### src/rtl/core/ldc_pkg.sv
// ----------------------------------------------------------------------------
// ldc_pkg
// Shared constants, types and the logistic lookup table of the linear
// discriminant classifier.
// ----------------------------------------------------------------------------
`default_nettype none

package ldc_pkg;

   localparam int MAX_FEATURES    = 64;
   localparam int SAMPLE_BITS     = 16;
   localparam int SIGMOID_ENTRIES = 256;

   localparam int ADDR_BITS    = $clog2(MAX_FEATURES);
   localparam int CNT_BITS     = $clog2(MAX_FEATURES + 2);
   localparam int FCOUNT_BITS  = 7;
   localparam int WIDX_BITS    = 6;
   localparam int PROD_BITS    = 2 * SAMPLE_BITS;
   localparam int ACC_BITS     = 48;
   localparam int LABEL_BITS   = 16;
   localparam int PROB_BITS    = 16;
   localparam int SIG_IDX_BITS = $clog2(SIGMOID_ENTRIES);
   localparam int SIG_HALF     = SIGMOID_ENTRIES / 2;

   // score is Q24.24, the table spans [-8, 8)
   localparam int SCORE_FRAC   = 24;
   localparam int SIG_SHIFT    = SCORE_FRAC + 3;

   localparam int CSR_ADDR_BITS = 2;
   localparam int CSR_DATA_BITS = ACC_BITS;

   localparam int OUT_DEPTH     = 8;
   localparam int OUT_PTR_BITS  = $clog2(OUT_DEPTH);
   localparam int OUT_CNT_BITS  = $clog2(OUT_DEPTH + 1);
   localparam int FILL_BITS     = $clog2(OUT_DEPTH + 4);

   localparam logic signed [ACC_BITS-1:0] ACC_MAX = {1'b0, {(ACC_BITS-1){1'b1}}};
   localparam logic signed [ACC_BITS-1:0] ACC_MIN = {1'b1, {(ACC_BITS-1){1'b0}}};
   localparam logic signed [ACC_BITS-1:0] SIG_HI  = ACC_BITS'(longint'(1) << SIG_SHIFT);
   localparam logic signed [ACC_BITS-1:0] SIG_LO  = -SIG_HI;

   typedef enum logic {
      OP_WEIGHT  = 1'b0,
      OP_FEATURE = 1'b1
   } op_type;

   typedef enum logic [CSR_ADDR_BITS-1:0] {
      CSR_FEATURE_COUNT = 2'd0,
      CSR_BIAS          = 2'd1,
      CSR_FIRST_LABEL   = 2'd2,
      CSR_SECOND_LABEL  = 2'd3
   } csr_index_type;

   // one weight write into the store
   typedef struct packed {
      logic                          en;
      logic [ADDR_BITS-1:0]          addr;
      logic signed [SAMPLE_BITS-1:0] data;
   } ldc_wr_type;

   // one feature element entering the multiply-accumulate
   typedef struct packed {
      logic                          valid;
      logic                          last;
      logic                          in_range;
      logic                          len_err;
      logic [ADDR_BITS-1:0]          addr;
      logic signed [SAMPLE_BITS-1:0] sample;
   } ldc_feat_type;

   // finished dot product of one vector
   typedef struct packed {
      logic                       valid;
      logic                       len_err;
      logic signed [ACC_BITS-1:0] acc;
   } ldc_sum_type;

   typedef struct packed {
      logic [LABEL_BITS-1:0]      class_label;
      logic [PROB_BITS-1:0]       probability;
      logic signed [ACC_BITS-1:0] score;
      logic                       length_error;
   } ldc_result_type;

   typedef logic [PROB_BITS-1:0] sig_rom_type [SIGMOID_ENTRIES];

   // restoring long division, used only while the table is built
   function automatic logic [63:0] udiv64(input logic [63:0] num, input logic [63:0] den);
      logic [63:0] q;
      logic [64:0] r;
      q = '0;
      r = '0;
      for (int b = 63; b >= 0; b--) begin
         r = {r[63:0], num[b]};
         if (r >= {1'b0, den}) begin
            r    = r - {1'b0, den};
            q[b] = 1'b1;
         end
      end
      return q;
   endfunction

   // 1/(1+exp(-a)) in Q0.16, a = (i - N/2) * 16/N; evaluated at elaboration
   function automatic sig_rom_type build_sig_rom();
      sig_rom_type rom;
      logic [63:0] term;
      logic [63:0] total;
      logic [63:0] base;
      logic [63:0] p;
      logic [63:0] num;
      logic [63:0] den;
      logic [63:0] v;
      logic [63:0] pw [0:SIG_HALF];
      term  = 64'd1 << 58;
      total = term;
      for (int n = 1; n <= 20; n++) begin
         term = udiv64(term * 64'd16, 64'(SIGMOID_ENTRIES) * 64'(n));
         if ((n & 1) != 0) begin
            total = total - term;
         end else begin
            total = total + term;
         end
      end
      base  = (total + (64'd1 << 27)) >> 28;
      pw[0] = 64'd1 << 30;
      for (int n = 1; n <= SIG_HALF; n++) begin
         pw[n] = (pw[n-1] * base + (64'd1 << 29)) >> 30;
      end
      for (int i = 0; i < SIGMOID_ENTRIES; i++) begin
         if (i >= SIG_HALF) begin
            p   = pw[i - SIG_HALF];
            num = 64'd1 << 46;
         end else begin
            p   = pw[SIG_HALF - i];
            num = p << 16;
         end
         den = (64'd1 << 30) + p;
         v   = udiv64(num + (den >> 1), den);
         rom[i] = (v > 64'd65535) ? {PROB_BITS{1'b1}} : v[PROB_BITS-1:0];
      end
      return rom;
   endfunction

   localparam sig_rom_type SIG_ROM = build_sig_rom();

endpackage

`default_nettype wire

### src/rtl/core/ldc_mac.sv
// ----------------------------------------------------------------------------
// ldc_mac
// Weight store, weight/feature register stage and saturating accumulator.
// ----------------------------------------------------------------------------
`default_nettype none

module ldc_mac (
   input  wire logic                  clock,
   input  wire logic                  reset,
   input  wire ldc_pkg::ldc_wr_type   wr_in,
   input  wire ldc_pkg::ldc_feat_type feat_in,
   output ldc_pkg::ldc_sum_type       sum_out,
   output logic                       s1_last_out
);

   logic signed [ldc_pkg::SAMPLE_BITS-1:0] mem [ldc_pkg::MAX_FEATURES];

   logic                                   s1_valid_ff;
   logic                                   s1_last_ff;
   logic                                   s1_in_range_ff;
   logic                                   s1_len_err_ff;
   logic signed [ldc_pkg::SAMPLE_BITS-1:0] s1_weight_ff;
   logic signed [ldc_pkg::SAMPLE_BITS-1:0] s1_sample_ff;

   logic signed [ldc_pkg::PROD_BITS-1:0]   prod;
   logic signed [ldc_pkg::ACC_BITS:0]      acc_wide;
   logic signed [ldc_pkg::ACC_BITS-1:0]    acc_sat;
   logic signed [ldc_pkg::ACC_BITS-1:0]    acc_ff;
   logic signed [ldc_pkg::ACC_BITS-1:0]    acc_in;

   logic                                   s2_valid_ff;
   logic                                   s2_len_err_ff;
   logic signed [ldc_pkg::ACC_BITS-1:0]    s2_acc_ff;

   always_ff @(posedge clock) begin
      if (wr_in.en) begin
         mem[wr_in.addr] <= wr_in.data;
      end
      if (feat_in.valid) begin
         s1_weight_ff <= mem[feat_in.addr];
      end
   end

   always_ff @(posedge clock) begin
      if (reset) begin
         s1_valid_ff <= 1'b0;
         s1_last_ff  <= 1'b0;
      end else begin
         s1_valid_ff <= feat_in.valid;
         s1_last_ff  <= feat_in.valid & feat_in.last;
      end
   end

   always_ff @(posedge clock) begin
      if (feat_in.valid) begin
         s1_sample_ff   <= feat_in.sample;
         s1_in_range_ff <= feat_in.in_range;
         s1_len_err_ff  <= feat_in.len_err;
      end
   end

   // elements past the store add nothing
   always_comb begin
      prod = '0;
      if (s1_in_range_ff) begin
         prod = s1_weight_ff * s1_sample_ff;
      end
   end

   assign acc_wide = (ldc_pkg::ACC_BITS+1)'(acc_ff) + (ldc_pkg::ACC_BITS+1)'(prod);

   always_comb begin
      if (acc_wide[ldc_pkg::ACC_BITS] != acc_wide[ldc_pkg::ACC_BITS-1]) begin
         acc_sat = acc_wide[ldc_pkg::ACC_BITS] ? ldc_pkg::ACC_MIN : ldc_pkg::ACC_MAX;
      end else begin
         acc_sat = acc_wide[ldc_pkg::ACC_BITS-1:0];
      end
      acc_in = acc_ff;
      if (s1_valid_ff) begin
         acc_in = s1_last_ff ? '0 : acc_sat;
      end
   end

   always_ff @(posedge clock) begin
      if (reset) begin
         acc_ff      <= '0;
         s2_valid_ff <= 1'b0;
      end else begin
         acc_ff      <= acc_in;
         s2_valid_ff <= s1_last_ff;
      end
   end

   always_ff @(posedge clock) begin
      if (s1_last_ff) begin
         s2_acc_ff     <= acc_sat;
         s2_len_err_ff <= s1_len_err_ff;
      end
   end

   assign sum_out.valid   = s2_valid_ff;
   assign sum_out.len_err = s2_len_err_ff;
   assign sum_out.acc     = s2_acc_ff;
   assign s1_last_out     = s1_last_ff;

endmodule

`default_nettype wire

### src/rtl/core/ldc_score.sv
// ----------------------------------------------------------------------------
// ldc_score
// Bias add with saturation, then logistic lookup and class selection.
// ----------------------------------------------------------------------------
`default_nettype none

module ldc_score (
   input  wire logic                                   clock,
   input  wire logic                                   reset,
   input  wire ldc_pkg::ldc_sum_type                   sum_in,
   input  wire logic signed [ldc_pkg::ACC_BITS-1:0]    bias,
   input  wire logic [ldc_pkg::LABEL_BITS-1:0]         first_label,
   input  wire logic [ldc_pkg::LABEL_BITS-1:0]         second_label,
   output logic                                        push_out,
   output ldc_pkg::ldc_result_type                     result_out
);

   logic signed [ldc_pkg::ACC_BITS:0]   score_wide;
   logic signed [ldc_pkg::ACC_BITS-1:0] score_in;
   logic signed [ldc_pkg::ACC_BITS-1:0] score_ff;
   logic                                len_err_ff;
   logic                                valid_ff;
   logic [ldc_pkg::ACC_BITS-1:0]        offset;
   logic [ldc_pkg::SIG_IDX_BITS-1:0]    sig_idx;

   assign score_wide = (ldc_pkg::ACC_BITS+1)'(sum_in.acc) + (ldc_pkg::ACC_BITS+1)'(bias);

   always_comb begin
      if (score_wide[ldc_pkg::ACC_BITS] != score_wide[ldc_pkg::ACC_BITS-1]) begin
         score_in = score_wide[ldc_pkg::ACC_BITS] ? ldc_pkg::ACC_MIN : ldc_pkg::ACC_MAX;
      end else begin
         score_in = score_wide[ldc_pkg::ACC_BITS-1:0];
      end
   end

   always_ff @(posedge clock) begin
      if (reset) begin
         valid_ff <= 1'b0;
      end else begin
         valid_ff <= sum_in.valid;
      end
   end

   always_ff @(posedge clock) begin
      if (sum_in.valid) begin
         score_ff   <= score_in;
         len_err_ff <= sum_in.len_err;
      end
   end

   // clamp to [-8, 8) then take the top index bits of score + 8
   assign offset = score_ff - ldc_pkg::SIG_LO;

   always_comb begin
      if (score_ff < ldc_pkg::SIG_LO) begin
         sig_idx = '0;
      end else if (score_ff >= ldc_pkg::SIG_HI) begin
         sig_idx = '1;
      end else begin
         sig_idx = offset[ldc_pkg::SIG_SHIFT -: ldc_pkg::SIG_IDX_BITS];
      end
   end

   assign push_out                = valid_ff;
   assign result_out.class_label  = score_ff[ldc_pkg::ACC_BITS-1] ? second_label : first_label;
   assign result_out.probability  = ldc_pkg::SIG_ROM[sig_idx];
   assign result_out.score        = score_ff;
   assign result_out.length_error = len_err_ff;

endmodule

`default_nettype wire

### src/rtl/core/ldc_out_fifo.sv
// ----------------------------------------------------------------------------
// ldc_out_fifo
// Small result queue that decouples the pipeline from the result channel.
// ----------------------------------------------------------------------------
`default_nettype none

module ldc_out_fifo (
   input  wire logic                             clock,
   input  wire logic                             reset,
   input  wire logic                             push,
   input  wire ldc_pkg::ldc_result_type          push_data,
   input  wire logic                             pop,
   output logic                                  not_empty,
   output ldc_pkg::ldc_result_type               head,
   output logic [ldc_pkg::OUT_CNT_BITS-1:0]      level
);

   ldc_pkg::ldc_result_type               slot_ff [ldc_pkg::OUT_DEPTH];
   logic [ldc_pkg::OUT_PTR_BITS-1:0]      wr_ptr_ff;
   logic [ldc_pkg::OUT_PTR_BITS-1:0]      rd_ptr_ff;
   logic [ldc_pkg::OUT_CNT_BITS-1:0]      count_ff;
   logic [ldc_pkg::OUT_CNT_BITS-1:0]      count_in;
   logic                                  do_pop;

   assign do_pop = pop & (count_ff != '0);

   always_comb begin
      count_in = count_ff;
      if (push && !do_pop) begin
         count_in = count_ff + 1'b1;
      end else if (!push && do_pop) begin
         count_in = count_ff - 1'b1;
      end
   end

   always_ff @(posedge clock) begin
      if (push) begin
         slot_ff[wr_ptr_ff] <= push_data;
      end
   end

   always_ff @(posedge clock) begin
      if (reset) begin
         wr_ptr_ff <= '0;
         rd_ptr_ff <= '0;
         count_ff  <= '0;
      end else begin
         if (push) begin
            wr_ptr_ff <= wr_ptr_ff + 1'b1;
         end
         if (do_pop) begin
            rd_ptr_ff <= rd_ptr_ff + 1'b1;
         end
         count_ff <= count_in;
      end
   end

   assign not_empty = count_ff != '0;
   assign head      = slot_ff[rd_ptr_ff];
   assign level     = count_ff;

endmodule

`default_nettype wire

### src/rtl/core/linear_discriminant_classify.sv
// ----------------------------------------------------------------------------
// linear_discriminant_classify
// Two-class linear discriminant: weight store, streaming multiply-accumulate,
// bias, logistic lookup and class decision.
// ----------------------------------------------------------------------------
//  channel   dir  handshake          payload
//  req_      in   tvalid/tready      tdata {sample, weight_index}, tuser opcode,
//                                    tlast end of vector
//  rsp_      out  tvalid/tready      tdata {score, probability, class_label},
//                                    tuser length_error
//  csr_      in   wen, no handshake  addr register index, wdata value
//
//  One request per cycle while req_tready is high; after its last element is
//  taken, a result passes store read, multiply-accumulate, bias and lookup.
//  req_tready drops only when the eight-entry result queue plus results still
//  in the pipeline would fill it, so a stalled rsp_ side stops intake.
//  Synchronous reset clears control, the accumulator and the element count;
//  the weight store holds whatever was last written.
// ----------------------------------------------------------------------------
`default_nettype none

module linear_discriminant_classify (
   input  wire logic                                  clock,
   input  wire logic                                  reset,
   input  wire logic                                  req_tvalid,
   output logic                                       req_tready,
   input  wire logic [23:0]                           req_tdata,  // weight_index, sample
   input  wire logic                                  req_tuser,  // opcode
   input  wire logic                                  req_tlast,
   output logic                                       rsp_tvalid,
   input  wire logic                                  rsp_tready,
   output logic [79:0]                                rsp_tdata,  // class_label, probability, score
   output logic                                       rsp_tuser,  // length_error
   input  wire logic                                  csr_wen,
   input  wire logic [ldc_pkg::CSR_ADDR_BITS-1:0]     csr_addr,
   input  wire logic [ldc_pkg::CSR_DATA_BITS-1:0]     csr_wdata
);

   logic [ldc_pkg::FCOUNT_BITS-1:0]        feature_count_ff;
   logic signed [ldc_pkg::ACC_BITS-1:0]    bias_ff;
   logic [ldc_pkg::LABEL_BITS-1:0]         first_label_ff;
   logic [ldc_pkg::LABEL_BITS-1:0]         second_label_ff;

   logic [ldc_pkg::CNT_BITS-1:0]           count_ff;
   logic [ldc_pkg::CNT_BITS-1:0]           count_inc;
   logic [ldc_pkg::CNT_BITS-1:0]           count_in;

   logic                                   accept;
   logic                                   is_feature;
   logic [ldc_pkg::WIDX_BITS-1:0]          weight_index;
   logic signed [ldc_pkg::SAMPLE_BITS-1:0] sample;

   ldc_pkg::ldc_wr_type                    wr;
   ldc_pkg::ldc_feat_type                  feat;
   ldc_pkg::ldc_sum_type                   sum;
   ldc_pkg::ldc_result_type                result;
   ldc_pkg::ldc_result_type                head;
   logic                                   s1_last;
   logic                                   push;
   logic [ldc_pkg::OUT_CNT_BITS-1:0]       level;
   logic [ldc_pkg::FILL_BITS-1:0]          fill;

   // configuration registers
   always_ff @(posedge clock) begin
      if (reset) begin
         feature_count_ff <= ldc_pkg::FCOUNT_BITS'(1);
         bias_ff          <= '0;
         first_label_ff   <= '0;
         second_label_ff  <= ldc_pkg::LABEL_BITS'(1);
      end else if (csr_wen) begin
         case (ldc_pkg::csr_index_type'(csr_addr))
            ldc_pkg::CSR_FEATURE_COUNT: begin
               feature_count_ff <= csr_wdata[ldc_pkg::FCOUNT_BITS-1:0];
            end
            ldc_pkg::CSR_BIAS: begin
               bias_ff <= csr_wdata[ldc_pkg::ACC_BITS-1:0];
            end
            ldc_pkg::CSR_FIRST_LABEL: begin
               first_label_ff <= csr_wdata[ldc_pkg::LABEL_BITS-1:0];
            end
            ldc_pkg::CSR_SECOND_LABEL: begin
               second_label_ff <= csr_wdata[ldc_pkg::LABEL_BITS-1:0];
            end
            default: begin
            end
         endcase
      end
   end

   assign weight_index = req_tdata[ldc_pkg::WIDX_BITS-1:0];
   assign sample       = req_tdata[ldc_pkg::WIDX_BITS +: ldc_pkg::SAMPLE_BITS];
   assign is_feature   = ldc_pkg::op_type'(req_tuser) == ldc_pkg::OP_FEATURE;

   // hold back intake when queued plus in-flight results could overrun the queue
   assign fill = ldc_pkg::FILL_BITS'(level) + ldc_pkg::FILL_BITS'(s1_last)
               + ldc_pkg::FILL_BITS'(sum.valid) + ldc_pkg::FILL_BITS'(push);
   assign req_tready = fill < ldc_pkg::FILL_BITS'(ldc_pkg::OUT_DEPTH);
   assign accept     = req_tvalid & req_tready;

   // element count saturates one past the store depth
   assign count_inc = (32'(count_ff) <= ldc_pkg::MAX_FEATURES) ? count_ff + 1'b1 : count_ff;

   always_comb begin
      count_in = count_ff;
      if (accept && is_feature) begin
         count_in = req_tlast ? '0 : count_inc;
      end
   end

   always_ff @(posedge clock) begin
      if (reset) begin
         count_ff <= '0;
      end else begin
         count_ff <= count_in;
      end
   end

   assign wr.en   = accept & !is_feature & (32'(weight_index) < ldc_pkg::MAX_FEATURES);
   assign wr.addr = ldc_pkg::ADDR_BITS'(weight_index);
   assign wr.data = sample;

   assign feat.valid    = accept & is_feature;
   assign feat.last     = req_tlast;
   assign feat.in_range = 32'(count_ff) < ldc_pkg::MAX_FEATURES;
   assign feat.len_err  = 32'(count_inc) != 32'(feature_count_ff);
   assign feat.addr     = count_ff[ldc_pkg::ADDR_BITS-1:0];
   assign feat.sample   = sample;

   ldc_mac u_mac (
      .clock       (clock),
      .reset       (reset),
      .wr_in       (wr),
      .feat_in     (feat),
      .sum_out     (sum),
      .s1_last_out (s1_last)
   );

   ldc_score u_score (
      .clock        (clock),
      .reset        (reset),
      .sum_in       (sum),
      .bias         (bias_ff),
      .first_label  (first_label_ff),
      .second_label (second_label_ff),
      .push_out     (push),
      .result_out   (result)
   );

   ldc_out_fifo u_out_fifo (
      .clock     (clock),
      .reset     (reset),
      .push      (push),
      .push_data (result),
      .pop       (rsp_tready),
      .not_empty (rsp_tvalid),
      .head      (head),
      .level     (level)
   );

   assign rsp_tdata = {head.score, head.probability, head.class_label};
   assign rsp_tuser = head.length_error;

endmodule

`default_nettype wire

### config.mk
export PLATFORM = sky130hd
export DESIGN_NAME = linear_discriminant_classify
export DESIGN_NICKNAME = d
export VERILOG_FILES = /design/src/rtl/core/ldc_pkg.sv /design/src/rtl/core/ldc_mac.sv /design/src/rtl/core/ldc_score.sv /design/src/rtl/core/ldc_out_fifo.sv /design/src/rtl/core/linear_discriminant_classify.sv
export SDC_FILE = /design/constraint.sdc
export NUM_CORES = 2
export LEC_CHECK = 0
export BUFFER_PORTS_ARGS = -buffer_cell sky130_fd_sc_hd__buf_2
export CAP_MARGIN = 20
export CORE_ASPECT_RATIO = 2
export CORE_MARGIN = 2
export CORE_UTILIZATION = 60
export CTS_CLUSTER_DIAMETER = 200
export CTS_CLUSTER_SIZE = 40
export DETAILED_ROUTE_END_ITERATION = 8
export PLACE_DENSITY = 0.77
export RECOVER_POWER = 100
export SLEW_MARGIN = 20
export SYNTH_ARGS = -nofsm -noshare
export SYNTH_HDL_FRONTEND = slang
export SYNTH_SLANG_ARGS = --single-unit
### constraint.sdc
create_clock -name clock -period 29.1 [get_ports clock]
set_input_delay 0 -clock clock [delete_from_list [all_inputs] [get_ports clock]]
set_output_delay 0 -clock clock [all_outputs]
set_load 0.02 [all_outputs]
==> results.json <==
{
  "dp_hpwl_mm": 168,
  "dieHeight_um": 562,
  "synth-xor-area-share": 0.0131,
  "clock_latency_ns": 0.78,
  "top_layer": "met5",
  "grt_max_degree": 95,
  "finalMaxSlewViolations": 3075,
  "viasPerCell": 6.50,
  "yosysUniqueCellTypes": 85,
  "wl_met3_mm": 12.1,
  "cap_violations": 87,
  "critical_path_arrival_ns": 13.05,
  "numCtsBuffers": 55,
  "synthArstFlopShare": 0,
  "relSlewSlack": -4.11,
  "yosysWarningCount": 0,
  "synth_nets": 6645,
  "worstMarginPinSlew_ns": 7.66,
  "cts_root_buf": "clkbuf_16",
  "finalSetupTns_ns": 0,
  "synth_top_area_share": 0.580,
  "cts_setup_buffers": 0,
  "outcome": "finished with violations",
  "yosys.area_share.simple": 0.0600,
  "syn_inst": 6092,
  "clock_path_buffers": 3,
  "syn_to_final_growth_pct": 6.02,
  "met1_length_mm": 78.8,
  "grt_use_total": 0.305,
  "post-route-min-period_ns": 12.41,
  "setup_viol": 0,
  "drcViolationCount": 0,
  "syn_area_um2": 93400,
  "synthAdderAreaFrac": 0.0864,
  "ys_seq_area_frac": 0.614,
  "io_pins": 164,
  "antenna_found_initial": 7,
  "start_util": 0.605,
  "start_kind": "flop",
  "drive_gt1_frac": 0.132,
  "wl_per_cell_um": 29.1,
  "slowest_delay_ns": 1.20,
  "crit_required_ns": 29.73,
  "gr-total-overflow": 0,
  "crit_top_cell": "fa_1",
  "synth_top_family_by_area": "multiplexers",
  "grt_pass1_vias": 56313,
  "dominantRegCellSynth": "edfxtp_1",
  "violations": "capacitance limit, slew limit",
  "wl_mm": 242,
  "register_area_um2": 57400,
  "critPathSlowestCell": "and2_0",
  "rsz0062_at_grt": "false",
  "final_cell_mix": "1804 x edfxtp_1, 498 x nand2_1, 498 x mux4_2",
  "firstDrtPassIters": 6,
  "finalWeightedCongestion": 0.985,
  "rows": 204,
  "synth_edf_count": 1804,
  "synth_area_leaders": "edfxtp_1 58%, mux4_2 12%, fa_1 5.7%",
  "synthMuxAreaShare": 0.133,
  "vias": 54036,
  "endpoint_kind": "flop",
  "yosysTopAreaCell": "edfxtp_1",
  "drt_iter0_drc": 4531,
  "final_hold_viol_count": 0,
  "final_common_cell": "edfxtp_1",
  "fmax_mhz": 80.6,
  "wl_met2_mm": 134,
  "clkTransAtPathRegs_ns": 0.15,
  "h-tree-depth": 2,
  "syn_area_per_cell_um2": 15.3,
  "io_buffers": 161,
  "nNetsFinal": 6769,
  "hp-class": "input port to flop",
  "chipWidth_um": 283,
  "cp_max_fo": 20,
  "tritoncts": "built",
  "worstSetupPathType": "flop to flop",
  "post-route-period-util": 0.427,
  "fillerInstances": 10765,
  "cts_sinks": 1963,
  "grt_first_pass_wirelength_mm": 358,
  "drt.antenna.violating_nets": 0,
  "clock_skew_ns": 0.0968,
  "die_area_um2": 159000,
  "core_area_um2": 154000,
  "synth_compound_area_frac": 0.0648,
  "synth_seq_cells": 1963,
  "multi_input_area_um2": 33500
}
[final timing paths]
kind / endpoint / slack (ns) / depth (start not counted) / start
worst max register to register: u_mac.s2_acc_ff[30] / 16.69 / 30 / u_mac.s1_weight_ff[15]
worst min register to register: first_label_ff[6] / 0.47 / 2 / first_label_ff[6]
worst max-delay path: u_mac.s2_acc_ff[30] / 16.69 / 30 / u_mac.s1_weight_ff[15]
worst min-delay path: bias_ff[17] / 0.06 / 4 / csr_wdata[17]
[flip-flops by register name, indices dropped and copies added, names as in the netlist, 3 cells and up, named ones only]
name / flops
bias_ff: 48
count_ff: 7
feature_count_ff: 7
first_label_ff: 16
second_label_ff: 16
u_mac.acc_ff: 48
u_mac.mem: 1024
u_mac.s1_sample_ff: 16
u_mac.s1_weight_ff: 16
u_mac.s2_acc_ff: 48
u_out_fifo.level: 4
u_out_fifo.rd_ptr_ff: 3
u_out_fifo.slot_ff: 648
u_out_fifo.wr_ptr_ff: 3
u_score.score_ff: 48
[synth_stat cells (14+ instances only)]
cell type / n
buf_2: 17
fa_1: 266
a211oi_1: 29
nand2_1: 497
o22ai_1: 14
nand3_1: 66
a31oi_1: 39
o211ai_1: 38
a221o_1: 14
mux2_2: 98
nand2b_1: 29
o31ai_1: 20
mux4_2: 498
inv_1: 346
and3_1: 23
a21oi_1: 349
nor3_1: 61
clkbuf_1: 267
xnor2_1: 92
nand4_1: 37
buf_1: 56
o21bai_1: 19
ha_1: 206
nor2_1: 288
maj3_1: 16
xor2_1: 48
nor4_1: 15
a221oi_1: 15
nor2b_1: 23
edfxtp_1: 1804
and2_1: 131
o21ai_1: 34
a21o_1: 78
o21a_1: 20
dfxtp_1: 159
o21ai_0: 194
[area by class of cell]
class	instances	share of cell area
multi-input combinational	3437	0.339
inverter	352	0.0133
sequential	1963	0.580
timing repair buffer	407	0.0264
antenna	2	0.0000506
clock inverter	4	0.000796
clock buffer	86	0.0151
tap	2060	0.0260
[kinds of logic (layout without fill, tap and decap cells)]
group	after synthesis	in the layout
other cells	0	2
mux	609	609
xor+xnor	140	140
simple gates	1225	1225
fa+ha+maj	488	488
compound gates	975	975
buf+inv	692	849
flops	1963	1963
[metrics by stage]
step | std cells | hold slack, ns | setup slack [ns] | util | area, um2
finish | 8311 | 0.0638 | 16.69 | 0.641 | 99000
global placement | 8105 | 0.243 | 18.31 | 0.626 | 96700
CTS | 8295 | 0.00496 | 18.07 | 0.643 | 99300
global route | 8310 | 0.0693 | 14.85 | 0.641 | 99000
floorplan | 6092 | 0.0989 | 20.01 | - | 93400
detailed placement | 8105 | 0.251 | 18.10 | 0.626 | 96700
[critical path, delay by kind of cell, from the launching register on]
| family | cells | cell delay, ns |
|---|---|---|
| flops | 1 | 0.78 |
| fa+ha+maj | 8 | 4.29 |
| compound gates | 4 | 1.27 |
| buf+inv | 5 | 1.86 |
| simple gates | 12 | 3.96 |
| xor+xnor | 1 | 0.13 |
[metal layers]
layer / GRT usage / up-vias
li1: - / 23283
met1: 0.321 / 27758
met2: 0.584 / 2291
met3: 0.0302 / 700
met4: 0.178 / 4
met5: 0 / -
[timing repair]
action                     4_1_cts  5_1_grt
hold buffers                   100       13
hold endpoints to repair       251      845
resized for setup                0        0
setup endpoints to repair        0        0
Power is not shown: default switching activity piles up to over one toggle a cycle in this logic, so the estimate is an artifact.
